### config.mk
export PLATFORM = sky130hd
export DESIGN_NAME = animation_transition_sequencer_top
export DESIGN_NICKNAME = d
export VERILOG_FILES = /design/src/rtl/ats_pkg.sv /design/src/rtl/ats_ttab.sv /design/src/rtl/ats_stab.sv /design/src/rtl/ats_ctrl.sv /design/src/rtl/animation_transition_sequencer_top.sv
export SDC_FILE = /design/constraint.sdc
export NUM_CORES = 1
export LEC_CHECK = 0
export ABC_CLOCK_PERIOD_IN_PS = 3150
export BUFFER_PORTS_ARGS = -buffer_cell sky130_fd_sc_hd__clkbuf_2
export CAP_MARGIN = 20
export CELL_PAD_IN_SITES_DETAIL_PLACEMENT = 1
export CELL_PAD_IN_SITES_GLOBAL_PLACEMENT = 2
export CORE_ASPECT_RATIO = 0.9
export CORE_UTILIZATION = 24
export DETAILED_ROUTE_END_ITERATION = 10
export GPL_ROUTABILITY_DRIVEN = 0
export PLACE_DENSITY_LB_ADDON = 0.1
export REMOVE_ABC_BUFFERS = 1
export SYNTH_ARGS = -nofsm -noshare
export SYNTH_HDL_FRONTEND = slang
export SYNTH_SLANG_ARGS = --single-unit
### constraint.sdc
create_clock -name clk -period 3.15 [get_ports clk]
set_clock_uncertainty 0.2 [all_clocks]
set_input_delay 0.1575 -clock clk [delete_from_list [all_inputs] [get_ports clk]]
set_output_delay 0.1575 -clock clk [all_outputs]
set_load 0.02 [all_outputs]
### src/rtl/ats_pkg.sv
package ats_pkg;

	localparam int NUM_STATES      = 16;
	localparam int NUM_TRANSITIONS = 32;
	localparam int NUM_GROUPS      = 8;
	localparam int NUM_DIRECTIONS  = 8;
	localparam int FRAME_BITS      = 8;

	localparam int STATE_W = 4;
	localparam int TIDX_W  = 5;
	localparam int DIR_W   = 8;
	localparam int GRP_W   = 8;

	typedef enum logic [1:0] {
		MODE_TICK  = 2'd0,
		MODE_TRANS = 2'd1,
		MODE_STATE = 2'd2,
		MODE_NONE  = 2'd3
	} mode_t;

	typedef enum logic [1:0] {
		KIND_ANY   = 2'd0,
		KIND_GROUP = 2'd1,
		KIND_STATE = 2'd2,
		KIND_NONE  = 2'd3
	} kind_t;

	typedef struct packed {
		logic [5:0]            pad;
		logic                  entry_valid;
		logic [GRP_W-1:0]      group_mask;
		logic                  has_next;
		logic [FRAME_BITS-1:0] frame_count;
		logic                  keep_frame;
		logic [STATE_W-1:0]    target_state;
		logic [STATE_W-1:0]    from_id;
		logic [1:0]            from_kind;
		logic [DIR_W-1:0]      directions;
		logic [TIDX_W-1:0]     entry_index;
	} in_data_t;

	typedef struct packed {
		logic [5:0]            pad;
		logic [TIDX_W-1:0]     match_index;
		logic                  matched;
		logic [FRAME_BITS-1:0] frame_pos;
		logic [STATE_W-1:0]    state_id;
	} out_data_t;

	typedef struct packed {
		logic [1:0]         kind;
		logic [STATE_W-1:0] src;
		logic [DIR_W-1:0]   dirs;
		logic [STATE_W-1:0] target;
		logic               keep;
	} trans_ent_t;

	typedef struct packed {
		logic [FRAME_BITS-1:0] frames;
		logic                  has_next;
		logic [STATE_W-1:0]    next;
		logic [GRP_W-1:0]      groups;
	} state_ent_t;

	typedef struct packed {
		logic              we;
		logic              re;
		logic [TIDX_W-1:0] waddr;
		logic [TIDX_W-1:0] raddr;
		logic              wvalid;
		trans_ent_t        wdata;
	} ttab_req_t;

	typedef struct packed {
		logic               we;
		logic               re;
		logic [STATE_W-1:0] waddr;
		logic [STATE_W-1:0] raddr;
		logic               wvalid;
		state_ent_t         wdata;
	} stab_req_t;

endpackage

### src/rtl/ats_ttab.sv
module ats_ttab import ats_pkg::*; #(
	parameter int NUM_TRANS = NUM_TRANSITIONS
) (
	input  logic       clk,
	input  logic       arst_n,
	input  ttab_req_t  req,
	output logic       rd_valid,
	output trans_ent_t rd_ent
);

	localparam int AW = (NUM_TRANS > 1) ? $clog2(NUM_TRANS) : 1;

	trans_ent_t             mem_q [NUM_TRANS];
	logic [NUM_TRANS-1:0]   valid_q;
	logic                   rd_valid_q;
	trans_ent_t             rd_ent_q;

	always_ff @(posedge clk) begin
		if (req.we) begin
			mem_q[req.waddr[AW-1:0]] <= req.wdata;
		end
		if (req.re) begin
			rd_ent_q <= mem_q[req.raddr[AW-1:0]];
		end
	end

	always_ff @(posedge clk or negedge arst_n) begin
		if (!arst_n) begin
			valid_q    <= '0;
			rd_valid_q <= 1'b0;
		end else begin
			if (req.we) begin
				valid_q[req.waddr[AW-1:0]] <= req.wvalid;
			end
			if (req.re) begin
				rd_valid_q <= valid_q[req.raddr[AW-1:0]];
			end
		end
	end

	assign rd_valid = rd_valid_q;
	assign rd_ent   = rd_ent_q;

endmodule

### src/rtl/ats_stab.sv
module ats_stab import ats_pkg::*; (
	input  logic       clk,
	input  logic       arst_n,
	input  stab_req_t  req,
	output logic       rd_valid,
	output state_ent_t rd_ent
);

	state_ent_t            mem_q [NUM_STATES];
	logic [NUM_STATES-1:0] valid_q;
	logic                  rd_valid_q;
	state_ent_t            rd_ent_q;

	always_ff @(posedge clk) begin
		if (req.we) begin
			mem_q[req.waddr] <= req.wdata;
		end
		if (req.re) begin
			rd_ent_q <= mem_q[req.raddr];
		end
	end

	always_ff @(posedge clk or negedge arst_n) begin
		if (!arst_n) begin
			valid_q    <= '0;
			rd_valid_q <= 1'b0;
		end else begin
			if (req.we) begin
				valid_q[req.waddr] <= req.wvalid;
			end
			if (req.re) begin
				rd_valid_q <= valid_q[req.raddr];
			end
		end
	end

	assign rd_valid = rd_valid_q;
	assign rd_ent   = rd_ent_q;

endmodule

### src/rtl/ats_ctrl.sv
module ats_ctrl import ats_pkg::*; #(
	parameter int NUM_TRANS = NUM_TRANSITIONS
) (
	input  logic               clk,
	input  logic               arst_n,
	input  logic               s_tvalid,
	output logic               s_tready,
	input  logic [47:0]        s_tdata,
	input  logic [1:0]         s_tuser,
	output logic               m_tvalid,
	input  logic               m_tready,
	output logic [23:0]        m_tdata,
	input  logic               cfg_we,
	input  logic [STATE_W-1:0] cfg_wdata,
	output ttab_req_t          ttab_req,
	input  logic               ttab_valid,
	input  trans_ent_t         ttab_ent,
	output stab_req_t          stab_req,
	input  logic               stab_valid,
	input  state_ent_t         stab_ent
);

	localparam int AW = (NUM_TRANS > 1) ? $clog2(NUM_TRANS) : 1;

	typedef enum logic [4:0] {
		ST_IDLE = 5'b00001,
		ST_CUR  = 5'b00010,
		ST_SCAN = 5'b00100,
		ST_UPD  = 5'b01000,
		ST_DONE = 5'b10000
	} fsm_t;

	fsm_t                  st_q;
	in_data_t              din;
	mode_t                 mode;
	logic                  accept;
	logic [STATE_W-1:0]    dflt_q;
	logic [STATE_W-1:0]    cur_q;
	logic [FRAME_BITS-1:0] frame_q;
	logic [DIR_W-1:0]      dirs_q;
	logic [AW-1:0]         cnt_q;
	logic                  matched_q;
	logic [AW-1:0]         hit_idx_q;
	logic [STATE_W-1:0]    hit_tgt_q;
	logic                  hit_keep_q;
	logic                  m_tvalid_q;
	out_data_t             m_data_q;
	logic                  src_ok;
	logic                  hit;
	logic                  last;
	state_ent_t            se;
	logic [FRAME_BITS:0]   adv;
	logic                  at_end;
	logic [STATE_W-1:0]    nxt_state;
	logic [FRAME_BITS-1:0] nxt_frame;
	logic                  out_free;

	assign din    = in_data_t'(s_tdata);
	assign mode   = mode_t'(s_tuser);
	assign s_tready = (st_q == ST_IDLE);
	assign accept = s_tvalid && s_tready;

	always_comb begin
		ttab_req              = '0;
		ttab_req.we           = accept && (mode == MODE_TRANS)
			&& (int'(din.entry_index) < NUM_TRANS);
		ttab_req.waddr        = din.entry_index;
		ttab_req.wvalid       = din.entry_valid;
		ttab_req.wdata.kind   = din.from_kind;
		ttab_req.wdata.src    = din.from_id;
		ttab_req.wdata.dirs   = din.directions;
		ttab_req.wdata.target = din.target_state;
		ttab_req.wdata.keep   = din.keep_frame;
		ttab_req.re           = (st_q == ST_CUR) || (st_q == ST_SCAN);
		ttab_req.raddr        = (st_q == ST_CUR) ? '0 : TIDX_W'(cnt_q + AW'(1));

		stab_req                = '0;
		stab_req.we             = accept && (mode == MODE_STATE)
			&& (int'(din.entry_index) < NUM_STATES);
		stab_req.waddr          = din.entry_index[STATE_W-1:0];
		stab_req.wvalid         = din.entry_valid;
		stab_req.wdata.frames   = din.frame_count;
		stab_req.wdata.has_next = din.has_next;
		stab_req.wdata.next     = din.target_state;
		stab_req.wdata.groups   = din.group_mask;
		stab_req.re             = (st_q == ST_CUR) || ((st_q == ST_SCAN) && hit);
		stab_req.raddr          = (st_q == ST_CUR) ? cur_q : ttab_ent.target;
	end

	always_comb begin
		case (kind_t'(ttab_ent.kind))
			KIND_ANY:   src_ok = 1'b1;
			KIND_GROUP: src_ok = (int'(ttab_ent.src) < NUM_GROUPS) && stab_valid
				&& stab_ent.groups[ttab_ent.src[2:0]];
			KIND_STATE: src_ok = (ttab_ent.src == cur_q);
			default:    src_ok = 1'b0;
		endcase
	end

	assign hit  = ttab_valid && src_ok && (|(ttab_ent.dirs & dirs_q));
	assign last = (cnt_q == AW'(NUM_TRANS - 1));

	// shared frame advance and end-of-sequence compare
	assign se     = stab_valid ? stab_ent : '0;
	assign adv    = {1'b0, frame_q} + (FRAME_BITS+1)'(1);
	assign at_end = (adv >= {1'b0, se.frames});

	always_comb begin
		nxt_state = cur_q;
		nxt_frame = '0;
		if (matched_q) begin
			if (stab_valid) begin
				nxt_state = hit_tgt_q;
				nxt_frame = (hit_keep_q && !at_end) ? adv[FRAME_BITS-1:0] : '0;
			end else begin
				nxt_state = dflt_q;
			end
		end else if (at_end) begin
			nxt_state = se.has_next ? se.next : dflt_q;
		end else begin
			nxt_frame = adv[FRAME_BITS-1:0];
		end
	end

	assign out_free = !m_tvalid_q || m_tready;

	always_ff @(posedge clk or negedge arst_n) begin
		if (!arst_n) begin
			st_q       <= ST_IDLE;
			dflt_q     <= '0;
			cur_q      <= '0;
			frame_q    <= '0;
			matched_q  <= 1'b0;
			cnt_q      <= '0;
			m_tvalid_q <= 1'b0;
		end else begin
			if (cfg_we) begin
				dflt_q <= cfg_wdata;
			end
			if ((st_q == ST_DONE) && out_free) begin
				m_tvalid_q <= 1'b1;
			end else if (m_tready) begin
				m_tvalid_q <= 1'b0;
			end
			case (st_q)
				ST_IDLE: begin
					if (accept) begin
						matched_q <= 1'b0;
						st_q      <= (mode == MODE_TICK) ? ST_CUR : ST_DONE;
					end
				end
				ST_CUR: begin
					cnt_q <= '0;
					st_q  <= ST_SCAN;
				end
				ST_SCAN: begin
					if (hit) begin
						matched_q <= 1'b1;
						st_q      <= ST_UPD;
					end else if (last) begin
						st_q <= ST_UPD;
					end else begin
						cnt_q <= cnt_q + AW'(1);
					end
				end
				ST_UPD: begin
					cur_q   <= nxt_state;
					frame_q <= nxt_frame;
					st_q    <= ST_DONE;
				end
				ST_DONE: begin
					if (out_free) begin
						st_q <= ST_IDLE;
					end
				end
				default: st_q <= ST_IDLE;
			endcase
		end
	end

	always_ff @(posedge clk) begin
		if (accept) begin
			dirs_q <= din.directions;
		end
		if ((st_q == ST_SCAN) && hit) begin
			hit_idx_q  <= cnt_q;
			hit_tgt_q  <= ttab_ent.target;
			hit_keep_q <= ttab_ent.keep;
		end
		if ((st_q == ST_DONE) && out_free) begin
			m_data_q.pad         <= '0;
			m_data_q.state_id    <= cur_q;
			m_data_q.frame_pos   <= frame_q;
			m_data_q.matched     <= matched_q;
			m_data_q.match_index <= matched_q ? TIDX_W'(hit_idx_q) : '0;
		end
	end

	assign m_tvalid = m_tvalid_q;
	assign m_tdata  = m_data_q;

endmodule

### src/rtl/animation_transition_sequencer_top.sv
// channel   dir  signals                       contents
// s_        in   s_tvalid s_tready s_tdata     request: table write or tick
//                s_tuser                       mode
// m_        out  m_tvalid m_tready m_tdata     state, frame and match after request
// cfg_      in   cfg_we cfg_wdata              default state
//
// A table write goes from acceptance straight to ST_DONE; a tick passes ST_CUR,
// ST_SCAN and ST_UPD first, its scan reading one transition entry a cycle
// through the table's single read port and stopping at the first hit.
// Reset clears both tables to invalid at once, with no clearing pass.
// A result held by m_tready low keeps the block from finishing the next request.
module animation_transition_sequencer_top import ats_pkg::*; #(
	parameter int NUM_TRANS = NUM_TRANSITIONS
) (
	input  logic               clk,
	input  logic               arst_n,
	input  logic               s_tvalid,
	output logic               s_tready,
	// entry_index, directions, from_kind, from_id, target_state, keep_frame,
	// frame_count, has_next, group_mask, entry_valid, zero fill
	input  logic [47:0]        s_tdata,
	// mode
	input  logic [1:0]         s_tuser,
	output logic               m_tvalid,
	input  logic               m_tready,
	// state_id, frame_pos, matched, match_index, zero fill
	output logic [23:0]        m_tdata,
	input  logic               cfg_we,
	input  logic [STATE_W-1:0] cfg_wdata
);

	ttab_req_t  ttab_req;
	logic       ttab_valid;
	trans_ent_t ttab_ent;
	stab_req_t  stab_req;
	logic       stab_valid;
	state_ent_t stab_ent;

	ats_ttab #(
		.NUM_TRANS(NUM_TRANS)
	) u_ttab (
		.clk     (clk),
		.arst_n  (arst_n),
		.req     (ttab_req),
		.rd_valid(ttab_valid),
		.rd_ent  (ttab_ent)
	);

	ats_stab u_stab (
		.clk     (clk),
		.arst_n  (arst_n),
		.req     (stab_req),
		.rd_valid(stab_valid),
		.rd_ent  (stab_ent)
	);

	ats_ctrl #(
		.NUM_TRANS(NUM_TRANS)
	) u_ctrl (
		.clk       (clk),
		.arst_n    (arst_n),
		.s_tvalid  (s_tvalid),
		.s_tready  (s_tready),
		.s_tdata   (s_tdata),
		.s_tuser   (s_tuser),
		.m_tvalid  (m_tvalid),
		.m_tready  (m_tready),
		.m_tdata   (m_tdata),
		.cfg_we    (cfg_we),
		.cfg_wdata (cfg_wdata),
		.ttab_req  (ttab_req),
		.ttab_valid(ttab_valid),
		.ttab_ent  (ttab_ent),
		.stab_req  (stab_req),
		.stab_valid(stab_valid),
		.stab_ent  (stab_ent)
	);

endmodule

==> key figures, run 1 <==
Global route
  – Initial antenna violation count: 13
  – First-pass GRT wire length: 216000 um
  – Total gr overflow: 0
  – Vias in the first global route: 28.5k
  – Largest net degree at the start of global routing: 58
  – Total Routing Usage GR: 16.6%

Finish
  – P&R area growth vs syn: 28.0%
  – Fillers: 18.6k
  – Ratio of cells with drive above 1 in the final layout: 26.7%
  – Nets: 3380
  – Cell area after layout: 55700 um2

Worst setup path
  – CP most frequent cell: buf_4
  – WS Path Type: flop to flop
  – Worst R2R End: u_ttab.rd_ent[13]$_DFFE_PP_
  – CP startpoint kind: flop
  – Buf/Inv on CP: 3
  – CP top delay family: simple AND/OR/NAND/NOR gates
  – CP peak stage delay: 0.67 ns
  – Worst reg2reg setup slack: -0.06 ns
  – CP Max Fanout: 14
  – FF-to-FF Start: u_ctrl.st_q[2]$_DFFE_PN0P_
  – Cells along the critical path: or3_1 > buf_4 > nor2_8 > nor2_4 > buf_6 > mux4_2 > o211ai_1 > buf_4 > nor4_4
  – Worst setup EP type: flop
  – Worst Path Arrival: 3.50 ns
  – Worst r2r path cells: 9
  – CP required: 3.44 ns
  – CP max-delay cell: o211ai_1

Place
  – DP Wirelength: 98300 um
  – Pre-CTS setup slack: -0.551 ns
  – Dpl cell area: 49900 um2
  – Port-buffer cells: 72

Floorplanning
  – Starting Density: 24.3%
  – I/O Pins: 85
  – Die Span X: 451 um
  – Core area: 179000 um2
  – Die area: 183000 um2
  – Die H: 406 um
  – # rows: 147

Timing
  – Setup TNS: -0.110 ns
  – Max Clk Rate: 311 MHz
  – Least-Margin Pin Slew: 0.983 ns
  – Crit path time final: 3.21 ns
  – Final WS setup: -0.0635 ns
  – Period utilization: 102%
  – Final setup fails: 4
  – RSZ-0062 raised after global routing: yes
  – Worst hold slack: 0.0226 ns
  – Final hold violation count: 0
  – Worst slew margin: 34.5%
  – Max-slew violations: 0

Pwr
  – VDD IR max: 0.494 mV
  – Design Power: 0.0359 W
  – Cell area power density: 646 nW/um2
  – Leakage: 18.9 nW

Synthesis
  – Synth Flop Type: edfxtp_1
  – Syn Std Cell Area: 43500 um2
  – Sequential-to-total area share from yosys stat: 75.0%
  – Synth warn: 0
  – Post-synthesis instance total: 2854
  – Synthesized area per cell: 15.2 um2
  – Post-synth ARST share: 7.10%
  – Flop and latch count out of synthesis: 1098
  – Synth cell types: 74
  – EDFF count, synth: 1020

Clock tree
  – Clk slew on worst S/H paths: 0.06 ns
  – H-tree lvl count: 4
  – CTS tree: done
  – Clk buf depth: 3
  – Root Driver: clkbuf_16
  – # clock sinks: 1098
  – Number of CTS-inserted buffers: 132
  – Later-pin clock latency in the skew report: 0.77 ns

Detailed routing
  – Total number of vias: 26.8k
  – Detailed Routing Iterations Pass 1: 7
  – Vias per inst: 4.62
  – Final ANT Viol Nets: 0
  – Wirelength per Cell: 26.1 um
  – Routed WL: 152000 um
  – Post-route DRC: 20
  – Iter 0 DRT Violations: 1720

Status
  – Status: finished, violations left
  – Failing checks: design-rule violations, negative setup slack

Worst hold path
  – Hold EP: u_ttab.mem_q[15][8]$_DFFE_PP_
  – Hold Path Stages: 1
  – Worst hold path class: input pin to flop
  – Hold wc startpoint: s_tdata[8]

Flow run
  – Max-Cap Viols: 0
per-stage QoR:
stage | cells | util, %
after CTS | 5786 | 30.9
after global placement | 5463 | 27.8
after floorplan | 2683 | -
after detailed placement | 5463 | 27.8
after global routing | 5802 | 31.1
final | 5804 | 31.1
synthesized netlist by cell type, types with 7 or more instances:
master,count,share of area [%]
a2111oi_0,23,0.46
a211oi_1,40,0.69
a21oi_1,96,1.1
a221o_1,17,0.39
a221oi_1,25,0.50
a31oi_1,68,0.98
and2_1,28,0.40
and3_1,49,0.71
buf_2,56,0.64
buf_4,19,0.33
clkbuf_1,94,0.81
dfrtp_1,77,4.4
edfxtp_1,1020,70
ha_1,11,0.32
inv_1,9,0.078
mux2_2,79,2.0
mux2i_1,77,1.8
mux4_2,35,1.8
nand2_1,458,4.0
nand2b_1,10,0.14
nand3_1,119,1.4
nor2_1,85,0.73
nor3_1,11,0.13
nor4_1,11,0.16
nor4_2,8,0.23
o211ai_1,51,0.88
o21ai_0,99,1.1
o21ai_1,17,0.20
o221ai_1,26,0.52
o22ai_1,29,0.42
or3_1,7,0.10
xnor2_1,7,0.14
power by group:
| group | internal, W | switching, W |
|---|---|---|
| Clock | 0.00856 | 0.00634 |
| Combinational | 0.00177 | 0.00286 |
| Sequential | 0.0163 | 0.000131 |
| Total | 0.0266 | 0.00933 |
logic make-up after synthesis:
logic type	after synthesis	synth area share (%)
AND/OR/NAND/NOR	816	8.52
AO/OA/AOI/OAI	534	8.19
flip-flops	1098	75.0
multiplexers	193	5.69
adder cells (fa/ha/maj)	11	0.317
buffers and inverters	186	1.95
XOR/XNOR	15	0.363
other	1	0.00863
area by class of cell:
class                   count  area, um2  area share, %
inverters                  10       37.5         0.0674
flip-flops and latches   1098      32600           58.6
multi-input cells        1575      10700           19.3
clock buffers             158       3460           6.22
diodes                      7       17.5         0.0315
well taps                2384       2980           5.36
clock inverters            79        744           1.34
repair buffers            493       5070           9.10
how the worst max path moves through the flow:
stage | slack (ns) | end | cells past startpoint | startpoint
after floorplan | -5.23 | u_ttab.rd_ent[10]$_DFFE_PP_ | 6 | u_ctrl.cnt_q[0]$_DFFE_PN0P_
after global placement | -0.55 | u_ttab.rd_ent[13]$_DFFE_PP_ | 9 | u_ctrl.st_q[0]$_DFFE_PN1P_
after detailed placement | -0.55 | u_ttab.rd_ent[13]$_DFFE_PP_ | 9 | u_ctrl.st_q[0]$_DFFE_PN1P_
after CTS | -0.12 | u_ttab.rd_ent[13]$_DFFE_PP_ | 9 | u_ctrl.cnt_q[0]$_DFFE_PN0P_
after global routing | -0.14 | u_ttab.rd_ent[13]$_DFFE_PP_ | 14 | u_ctrl.cnt_q[0]$_DFFE_PN0P_
final | -0.06 | u_ttab.rd_ent[13]$_DFFE_PP_ | 9 | u_ctrl.st_q[2]$_DFFE_PN0P_
metal layers:
layer,global-route usage [%],vias up,routed length [um]
met5,0,-,0
met4,3.84,0,2550
met3,2.55,175,4900
met2,25.7,393,68400
met1,24.2,14200,75700
li1,-,12000,-
placed cells by master (no fill, tap or decap), types with 15 or more instances in the layout:
master and instances:
nand2_1 449, o211ai_1 51, buf_4 258, nor2_2 38, nor2_1 33, dlygate4sd3_1 45
dfrtp_1 72, clkinv_1 31, a2111oi_0 18, nand3_1 116, mux2_2 79, mux2i_1 75
a21oi_1 76, and2_1 26, o21ai_0 82, and3_1 49, a211oi_1 37, edfxtp_1 1020
clkbuf_16 134, nor2_4 15, clkinv_2 22, o21ai_1 28, o221ai_1 26, a221o_1 17
clkbuf_2 71, mux4_2 35, clkbuf_1 21, a21oi_2 20, a31oi_1 66, a221oi_1 23
o22ai_1 29, buf_12 93
timing repair:
| action | in CTS | in global routing |
|---|---|---|
| setup endpoints to repair | 49 | 718 |
| resized for setup | 70 | 68 |
| cloned | 5 | 1 |
| endpoints found under the hold margin | 527 | 48 |
| setup buffers | 36 | 9 |
| pin swaps | 29 | 37 |
| hold buffers | 45 | 1 |
state kept, by name, summed over array words and instances (netlist names):
| signal | flops |
|---|---|
| u_ttab.mem_q | 608 |
| u_stab.mem_q | 336 |
| u_ttab.valid_q | 32 |
| u_stab.rd_ent | 21 |
| u_ttab.rd_ent | 19 |
| u_ctrl.m_tdata | 18 |
| u_stab.valid_q | 16 |
| u_ctrl.dirs_q | 8 |
| u_ctrl.frame_q | 8 |
| u_ctrl.cnt_q | 5 |
| u_ctrl.hit_idx_q | 5 |
| u_ctrl.st_q | 5 |
| u_ctrl.cur_q | 4 |
| u_ctrl.dflt_q | 4 |
| u_ctrl.hit_tgt_q | 4 |
| u_ctrl.hit_keep_q | 1 |
| u_ctrl.m_tvalid | 1 |
| u_ctrl.matched_q | 1 |
| u_stab.rd_valid | 1 |
| u_ttab.rd_valid | 1 |
Note: power is estimated with default switching activity, not from simulation.
==> inputs of run 2 (changes only) <==
--- a/config.mk
+++ b/config.mk
@@ -6,7 +6,7 @@
 export NUM_CORES = 1
 export LEC_CHECK = 0
 export ABC_CLOCK_PERIOD_IN_PS = 3150
-export BUFFER_PORTS_ARGS = -buffer_cell sky130_fd_sc_hd__clkbuf_2
+export BUFFER_PORTS_ARGS = -buffer_cell sky130_fd_sc_hd__buf_4
 export CAP_MARGIN = 20
 export CELL_PAD_IN_SITES_DETAIL_PLACEMENT = 1
 export CELL_PAD_IN_SITES_GLOBAL_PLACEMENT = 2
==> run 2 against run 1 <==
Net effect: the run still ends with design-rule violations, negative setup slack left; combinational power rose by 2%; global-route usage is essentially flat; setup slack worse by 0.17 ns; critical path depth stayed put; largest power group unchanged; hold slack improved by 0.038 ns; sequential share of layout area hardly changed.
==> key figures, run 2 (synthesis results as in run 1) <==
Pwr
  – Reg power frac: 45.5% (about the same)
  – Design Power: 0.0360 W (+0.32%)
  – VDD IR max: 0.604 mV (+22%)
  – Clock power share: 41.3% (-0.2 points)
  – Leakage: 18.8 nW (-0.34%)
  – Combinational fraction of design power: 13.2% (+0.3 points)
  – Switching Share: 26.2% (+0.18 points)
  – Cell area power density: 647 nW/um2 (+0.27%)
  – Int Power: 0.0266 W (about the same)
  – P_sw: 0.00943 W (+1.0%)

Finish
  – Most frequent cells in the layout: edfxtp_1, nand2_1, buf_4
  – Max FFs per register: 608 (unchanged)
  – Largest Register: u_ttab.mem_q
  – Final non-filler cell total: 5813 (+0.16%)
  – Biggest regs: u_ttab.mem_q (608), u_stab.mem_q (336), u_ttab.valid_q (32)
  – P&R area growth vs syn: 28.1% (about the same)
  – Multi-input gate area: 10700 um2 (-0.51%)
  – Ratio of cells with drive above 1 in the final layout: 25.6% (-1.1 points)
  – Cell area after layout: 55700 um2 (about the same)
  – Fillers: 18.7k (+0.56%)
  – Commonest non-fill, non-tap cell in the layout: edfxtp_1
  – Nets: 3385 (+0.15%)
  – Register Area: 32600 um2 (about the same)

Floorplanning
  – Die area: 183000 um2 (unchanged)
  – Die Span X: 451 um (unchanged)
  – Starting Density: 24.3% (unchanged)
  – I/O Pins: 85 (unchanged)
  – # rows: 147 (unchanged)
  – Die H: 406 um (unchanged)
  – Core area: 179000 um2 (unchanged)

Worst setup path
  – FF-to-FF Start: u_ctrl.cnt_q[0]$_DFFE_PN0P_
  – CP Max Fanout: 6 (-8)
  – CP startpoint kind: flop
  – Worst Path Arrival: 3.67 ns (+0.17 ns)
  – Worst reg2reg setup slack: -0.23 ns (-0.17 ns)
  – WS Path Type: flop to flop
  – Cells along the critical path: ha_4 > buf_8 > xor2_4 > buf_12 > buf_16 > buf_6 > mux4_2 > o211ai_1 > nor4_2
  – CP peak stage delay: 0.78 ns (+0.11 ns)
  – CP max-delay cell: o211ai_1
  – Worst r2r path cells: 9 (unchanged)
  – Worst setup EP type: flop
  – CP top delay family: compound AO/OA/AOI/OAI gates
  – Worst R2R End: u_ttab.rd_ent[15]$_DFFE_PP_
  – Buf/Inv on CP: 4 (+1)
  – CP required: 3.43 ns (about the same)

Detailed routing
  – Post-route DRC: 20 (unchanged)
  – Total number of vias: 26.8k (-0.18%)
  – Routed WL: 152000 um (about the same)
  – Detailed Routing Iterations Pass 1: 8 (+1)
  – Vias per inst: 4.61 (-0.33%)
  – Final ANT Viol Nets: 0 (unchanged)
  – Wirelength per Cell: 26.1 um (-0.13%)
  – Iter 0 DRT Violations: 1903 (+11%)

Global route
  – Initial antenna violation count: 9 (-4)
  – Vias in the first global route: 28.3k (-0.86%)
  – First-pass GRT wire length: 215000 um (-0.12%)
  – Grt met2 use: 24.9% (-0.76 points)
  – Total Routing Usage GR: 16.5% (about the same)
  – Largest net degree at the start of global routing: 75 (+29%)
  – GR Util met1: 24.7% (+0.50 points)
  – Global route hottest layer: met2
  – Met3 GRT Util: 2.82% (+0.27 points)
  – Total gr overflow: 0 (unchanged)

Clock tree
  – Later-pin clock latency in the skew report: 0.80 ns (+0.03 ns)
  – # clock sinks: 1098 (unchanged)
  – Clk buf depth: 3 (unchanged)
  – Number of CTS-inserted buffers: 132 (unchanged)
  – CTS tree: done
  – Root Driver: clkbuf_16
  – H-tree lvl count: 4 (unchanged)
  – Clk slew on worst S/H paths: 0.06 ns (about the same)

Timing
  – Worst hold slack: 0.0609 ns (+0.0382 ns)
  – Max-slew violations: 0 (unchanged)
  – Setup TNS: -1.03 ns (-0.925 ns)
  – Max Clk Rate: 295 MHz (-5.1%)
  – Period utilization: 107% (+5.4 points)
  – Crit path time final: 3.38 ns (+0.171 ns)
  – Worst slew margin: 35.8% (+1.3 points)
  – Final setup fails: 14 (+10)
  – Least-Margin Pin Slew: 0.959 ns (-0.0236 ns)
  – RSZ-0062 raised after global routing: yes
  – Final hold violation count: 0 (unchanged)
  – Final WS setup: -0.235 ns (-0.171 ns)

Flow run
  – Max-Cap Viols: 0 (unchanged)

Place
  – Port-buffer cells: 72 (unchanged)
  – Placed insts: 5454 (-0.16%)
  – DP Wirelength: 100000 um (+1.9%)
  – Dpl cell area: 49900 um2 (about the same)

Worst hold path
  – Hold EP: u_stab.mem_q[0][20]$_DFFE_PP_
  – Worst hold path class: input pin to flop
  – Hold wc startpoint: s_tdata[31]
  – Hold Path Stages: 2 (+1)

Status
  – Status: finished, violations left
  – Failing checks: design-rule violations, negative setup slack
run 2: cell types whose count changed in the layout (fill, tap and decap cells not counted), sizes merged:
cell         previous run  this run
diode                   7         6
clkbuf                230       169
clkinv                 62        57
buf                   374       431
bufinv                  8         7
bufbuf                  2         0
clkinvlp                3         4
dlygate4sd3            45        66
run 2: how the worst max path moves through the flow:
| stage | from | to | slack (ns) | cells past startpoint |
|---|---|---|---|---|
| after global placement | u_ctrl.cnt_q[0]$_DFFE_PN0P_ | u_ttab.rd_ent[17]$_DFFE_PP_ | -0.65 | 8 |
| after CTS | u_ctrl.cnt_q[0]$_DFFE_PN0P_ | u_ttab.rd_ent[17]$_DFFE_PP_ | -0.19 | 8 |
| after detailed placement | u_ctrl.cnt_q[0]$_DFFE_PN0P_ | u_ttab.rd_ent[17]$_DFFE_PP_ | -0.69 | 8 |
| final | u_ctrl.cnt_q[0]$_DFFE_PN0P_ | u_ttab.rd_ent[15]$_DFFE_PP_ | -0.23 | 9 |
| after floorplan | u_ctrl.cnt_q[0]$_DFFE_PN0P_ | u_ttab.rd_ent[10]$_DFFE_PP_ | -5.23 | 6 |
| after global routing | u_ctrl.cnt_q[0]$_DFFE_PN0P_ | u_ttab.rd_ent[17]$_DFFE_PP_ | -0.28 | 13 |
run 2: cell type report:
| cell class | instances | share of cell area (%) |
|---|---|---|
| Sequential cell | 1098 | 58.5 |
| Clock inverter | 74 | 1.38 |
| Multi-Input combinational cell | 1575 | 19.2 |
| Clock buffer | 168 | 6.21 |
| Antenna cell | 6 | 0.0270 |
| Timing Repair Buffer | 498 | 9.22 |
| Tap cell | 2384 | 5.36 |
| Inverter | 10 | 0.0674 |
run 2: timing repair:
action                                   CTS  global route
pin swaps                                 25            46
setup buffers                             26            18
endpoints found under the setup margin   756           738
gates resized for setup                   53            65
endpoints found under the hold margin   1544             0
cloned                                     0             1
hold buffers                              67             0
run 2: power groups by stage:
stage          sequential, W  clock (W)  combinational [W]
2_1_floorplan         0.0168          0            0.00176
3_3_place_gp          0.0167          0            0.00456
3_5_place_dp          0.0167          0            0.00459
4_1_cts               0.0164     0.0154            0.00479
5_1_grt               0.0164     0.0159            0.00515
6_report              0.0164     0.0149            0.00475
run 2: through the flow:
stage          util [%]  setup slack (ns)
6_report           31.1            -0.235
2_1_floorplan         -             -5.23
5_1_grt            31.1            -0.280
3_5_place_dp       27.8            -0.692
3_3_place_gp       27.8            -0.654
4_1_cts            30.9            -0.193
run 2: per-layer routing:
| layer | vias to the layer above | wire [um] |
|---|---|---|
| li1 | 12000 | - |
| met1 | 14100 | 76500 |
| met2 | 462 | 66400 |
| met3 | 167 | 6060 |
| met4 | 4 | 2510 |
| met5 | - | 76 |
==> inputs of run 3 (changes only) <==
--- a/config.mk
+++ b/config.mk
@@ -5,7 +5,7 @@
 export SDC_FILE = /design/constraint.sdc
 export NUM_CORES = 1
 export LEC_CHECK = 0
-export ABC_CLOCK_PERIOD_IN_PS = 3150
+export ABC_CLOCK_PERIOD_IN_PS = 4350
 export BUFFER_PORTS_ARGS = -buffer_cell sky130_fd_sc_hd__buf_4
 export CAP_MARGIN = 20
 export CELL_PAD_IN_SITES_DETAIL_PLACEMENT = 1
==> constraint.sdc (replaced) <==
create_clock -name clk -period 4.35 [get_ports clk]
set_clock_uncertainty 0.2 [all_clocks]
set_input_delay 0.2175 -clock clk [delete_from_list [all_inputs] [get_ports clk]]
set_output_delay 0.2175 -clock clk [all_outputs]
set_load 0.02 [all_outputs]
==> run 3 against run 2 <==
Net effect: the flow finishes with violations (design-rule violations); highest routed layer is now met4; largest cell class unchanged; sequential power shrank 27%; critical endpoint is now u_ttab.mem_q[10][8]$_DFFE_PP_; die area is the same; via count is 2.6% lower; largest power group unchanged.
==> key figures, run 3 (synthesis results as in run 1) <==
Status
  – Status: finished, violations left
  – Failing checks: design-rule violations

Detailed routing
  – Final ANT Viol Nets: 0 (unchanged)
  – Total number of vias: 26.1k (-2.6%)
  – Routed WL: 147000 um (-2.8%)
  – Post-route DRC: 20 (unchanged)
  – Detailed Routing Iterations Pass 1: 8 (unchanged)
  – Iter 0 DRT Violations: 1627 (-15%)
  – Wirelength per Cell: 26.4 um (+1.2%)
  – Vias per inst: 4.67 (+1.4%)

Worst setup path
  – CP startpoint kind: flop
  – Worst R2R End: u_ttab.mem_q[10][8]$_DFFE_PP_
  – Worst r2r path cells: 8 (-1)
  – CP top delay family: simple AND/OR/NAND/NOR gates
  – CP required: 4.54 ns (+1.11 ns)
  – Crit. path cell count: 8 (-1)
  – Buf/Inv on CP: 2 (-2)
  – Worst Path Arrival: 3.89 ns (+0.22 ns)
  – CP Max Fanout: 16 (+10)
  – Worst Setup SP: u_ctrl.st_q[2]$_DFFE_PN0P_
  – CP peak stage delay: 0.58 ns (-0.20 ns)
  – Worst setup EP type: flop
  – CP max-delay cell: nor4b_2
  – CP most frequent cell: nand2_1
  – Cells along the critical path: nor3_2 > nand3b_1 > inv_2 > nand2_1 > nor4b_2 > nand2_1 > nor2_2 > buf_4
  – Worst reg2reg setup slack: 0.65 ns (+0.89 ns)
  – Worst Setup EP: u_ttab.mem_q[10][8]$_DFFE_PP_
  – FF-to-FF Start: u_ctrl.st_q[2]$_DFFE_PN0P_
  – WS Path Type: flop to flop

Floorplanning
  – Die H: 406 um (unchanged)
  – # rows: 147 (unchanged)
  – Core area: 179000 um2 (unchanged)
  – Die area: 183000 um2 (unchanged)
  – Starting Density: 24.3% (unchanged)
  – Die Span X: 451 um (unchanged)
  – I/O Pins: 85 (unchanged)

Global route
  – Largest net degree at the start of global routing: 74 (-1.3%)
  – Vias in the first global route: 27.7k (-2.0%)
  – First-pass GRT wire length: 210000 um (-2.6%)
  – Total gr overflow: 0 (unchanged)
  – Total Routing Usage GR: 16.0% (-0.49 points)
  – Initial antenna violation count: 4 (-5)

Clock tree
  – CTS tree: done
  – Clk slew on worst S/H paths: 0.06 ns (about the same)
  – H-tree lvl count: 4 (unchanged)
  – Number of CTS-inserted buffers: 135 (+2.3%)
  – Clk buf depth: 3 (unchanged)
  – Later-pin clock latency in the skew report: 0.76 ns (-0.04 ns)
  – Root Driver: clkbuf_16
  – Post_cts resized: 0 (-100%)
  – # clock sinks: 1098 (unchanged)

Pwr
  – Cell area power density: 483 nW/um2 (-25%)
  – Design Power: 0.0254 W (-29%)
  – Leakage: 17.4 nW (-7.6%)
  – VDD IR max: 0.335 mV (-45%)

Timing
  – Crit path time final: 3.70 ns (+0.312 ns)
  – Max Clk Rate: 270 MHz (-8.4%)
  – Final setup fails: 0 (-14)
  – RSZ-0062 raised after global routing: no
  – Worst slew margin: 23.9% (-12 points)
  – Max-slew violations: 0 (unchanged)
  – Period utilization: 85.0% (-22 points)
  – Setup TNS: 0 ns (+1.03 ns)
  – Final hold violation count: 0 (unchanged)
  – Least-Margin Pin Slew: 1.14 ns (+0.181 ns)

Finish
  – Commonest non-fill, non-tap cell in the layout: edfxtp_1
  – Nets: 3164 (-6.5%)
  – P&R area growth vs syn: 21.2%
  – Max FFs per register: 608 (unchanged)
  – Most frequent cells in the layout: edfxtp_1, nand2_1, buf_4
  – Largest Register: u_ttab.mem_q
  – Cell area after layout: 52700 um2 (-5.4%)
  – Biggest regs: u_ttab.mem_q (608), u_stab.mem_q (336), u_ttab.valid_q (32)
  – Ratio of cells with drive above 1 in the final layout: 19.0% (-6.5 points)

Flow run
  – Max-Cap Viols: 0 (unchanged)

Worst hold path
  – Worst hold path class: input pin to flop

Place
  – Dpl cell area: 47800 um2 (-4.2%)
  – Port-buffer cells: 72 (unchanged)
  – DP Wirelength: 87800 um (-12%)
-- run 3: cell types whose count changed in the layout (fill, tap and decap cells not counted), moves of 14 or more --
cell and delta:
buf_4 -139, a21oi_2 -16, buf_12 -64, a21oi_1 +16
clkinv_1 -14, buf_6 -15
-- run 3: metal layers --
metal	routed length [um]	vias to the layer above	global-route usage (%)
li1	-	11600	-
met1	71500	13900	22.5
met2	68400	406	25.8
met3	4410	191	2.44
met4	3080	0	4.14
met5	0	-	0
-- run 3: final cells by class --
cell class | count | area (um2)
flip-flops and latches | 1098 | 32600
diodes | 3 | 7.51
clock inverters | 59 | 539
clock buffers | 181 | 3670
inverters | 10 | 37.5
repair buffers | 274 | 2520
multi-input cells | 1575 | 10300
well taps | 2384 | 2980
fillers | 18800 | 126000
-- run 3: stage by stage --
step | cells | hold WS, ns | util, % | setup WS [ns]
after floorplan | 2683 | -0.278 | - | -4.03
after global placement | 5274 | 0.0953 | 26.7 | 0.649
after detailed placement | 5275 | 0.105 | 26.7 | 0.648
after CTS | 5581 | 0.00352 | 29.4 | 0.620
after global routing | 5582 | 0.0448 | 29.4 | 0.453
final | 5584 | 0.0732 | 29.4 | 0.653
-- run 3: timing repair --
item / 4_1_cts / 5_1_grt
setup buffers: 0 / 0
hold endpoints to repair: 1119 / 0
hold buffers: 66 / 0
setup endpoints to repair: 0 / 0
-- run 3: tightest hold or removal path: stages --
cell     delay [ns]
buf_4          0.13
nand3_1        0.28
nor2_4         0.18
-- run 3: power breakdown --
| part | total [W] | internal, W | switching, W | leakage, nW |
|---|---|---|---|---|
| combinational | 0.00270 | 0.000900 | 0.00180 | 5.08 |
| sequential | 0.0119 | 0.0118 | 0.000108 | 10.3 |
| clock | 0.0108 | 0.00639 | 0.00446 | 2.07 |
| total | 0.0254 | 0.0191 | 0.00636 | 17.4 |
-- run 3: worst min-delay path by stage --
stage | startpoint | end | slack [ns] | cells past startpoint
after floorplan | arst_n | u_ctrl.cnt_q[0]$_DFFE_PN0P_ | -0.28 | 0
after global placement | arst_n | u_ctrl.frame_q[4]$_DFFE_PN0P_ | 0.1 | 1
after detailed placement | arst_n | u_ctrl.frame_q[4]$_DFFE_PN0P_ | 0.10 | 1
after CTS | s_tdata[0] | u_stab.mem_q[15][18]$_DFFE_PP_ | 0.004 | 3
after global routing | s_tdata[0] | u_stab.mem_q[15][15]$_DFFE_PP_ | 0.04 | 3
final | s_tdata[0] | u_stab.mem_q[15][18]$_DFFE_PP_ | 0.07 | 3
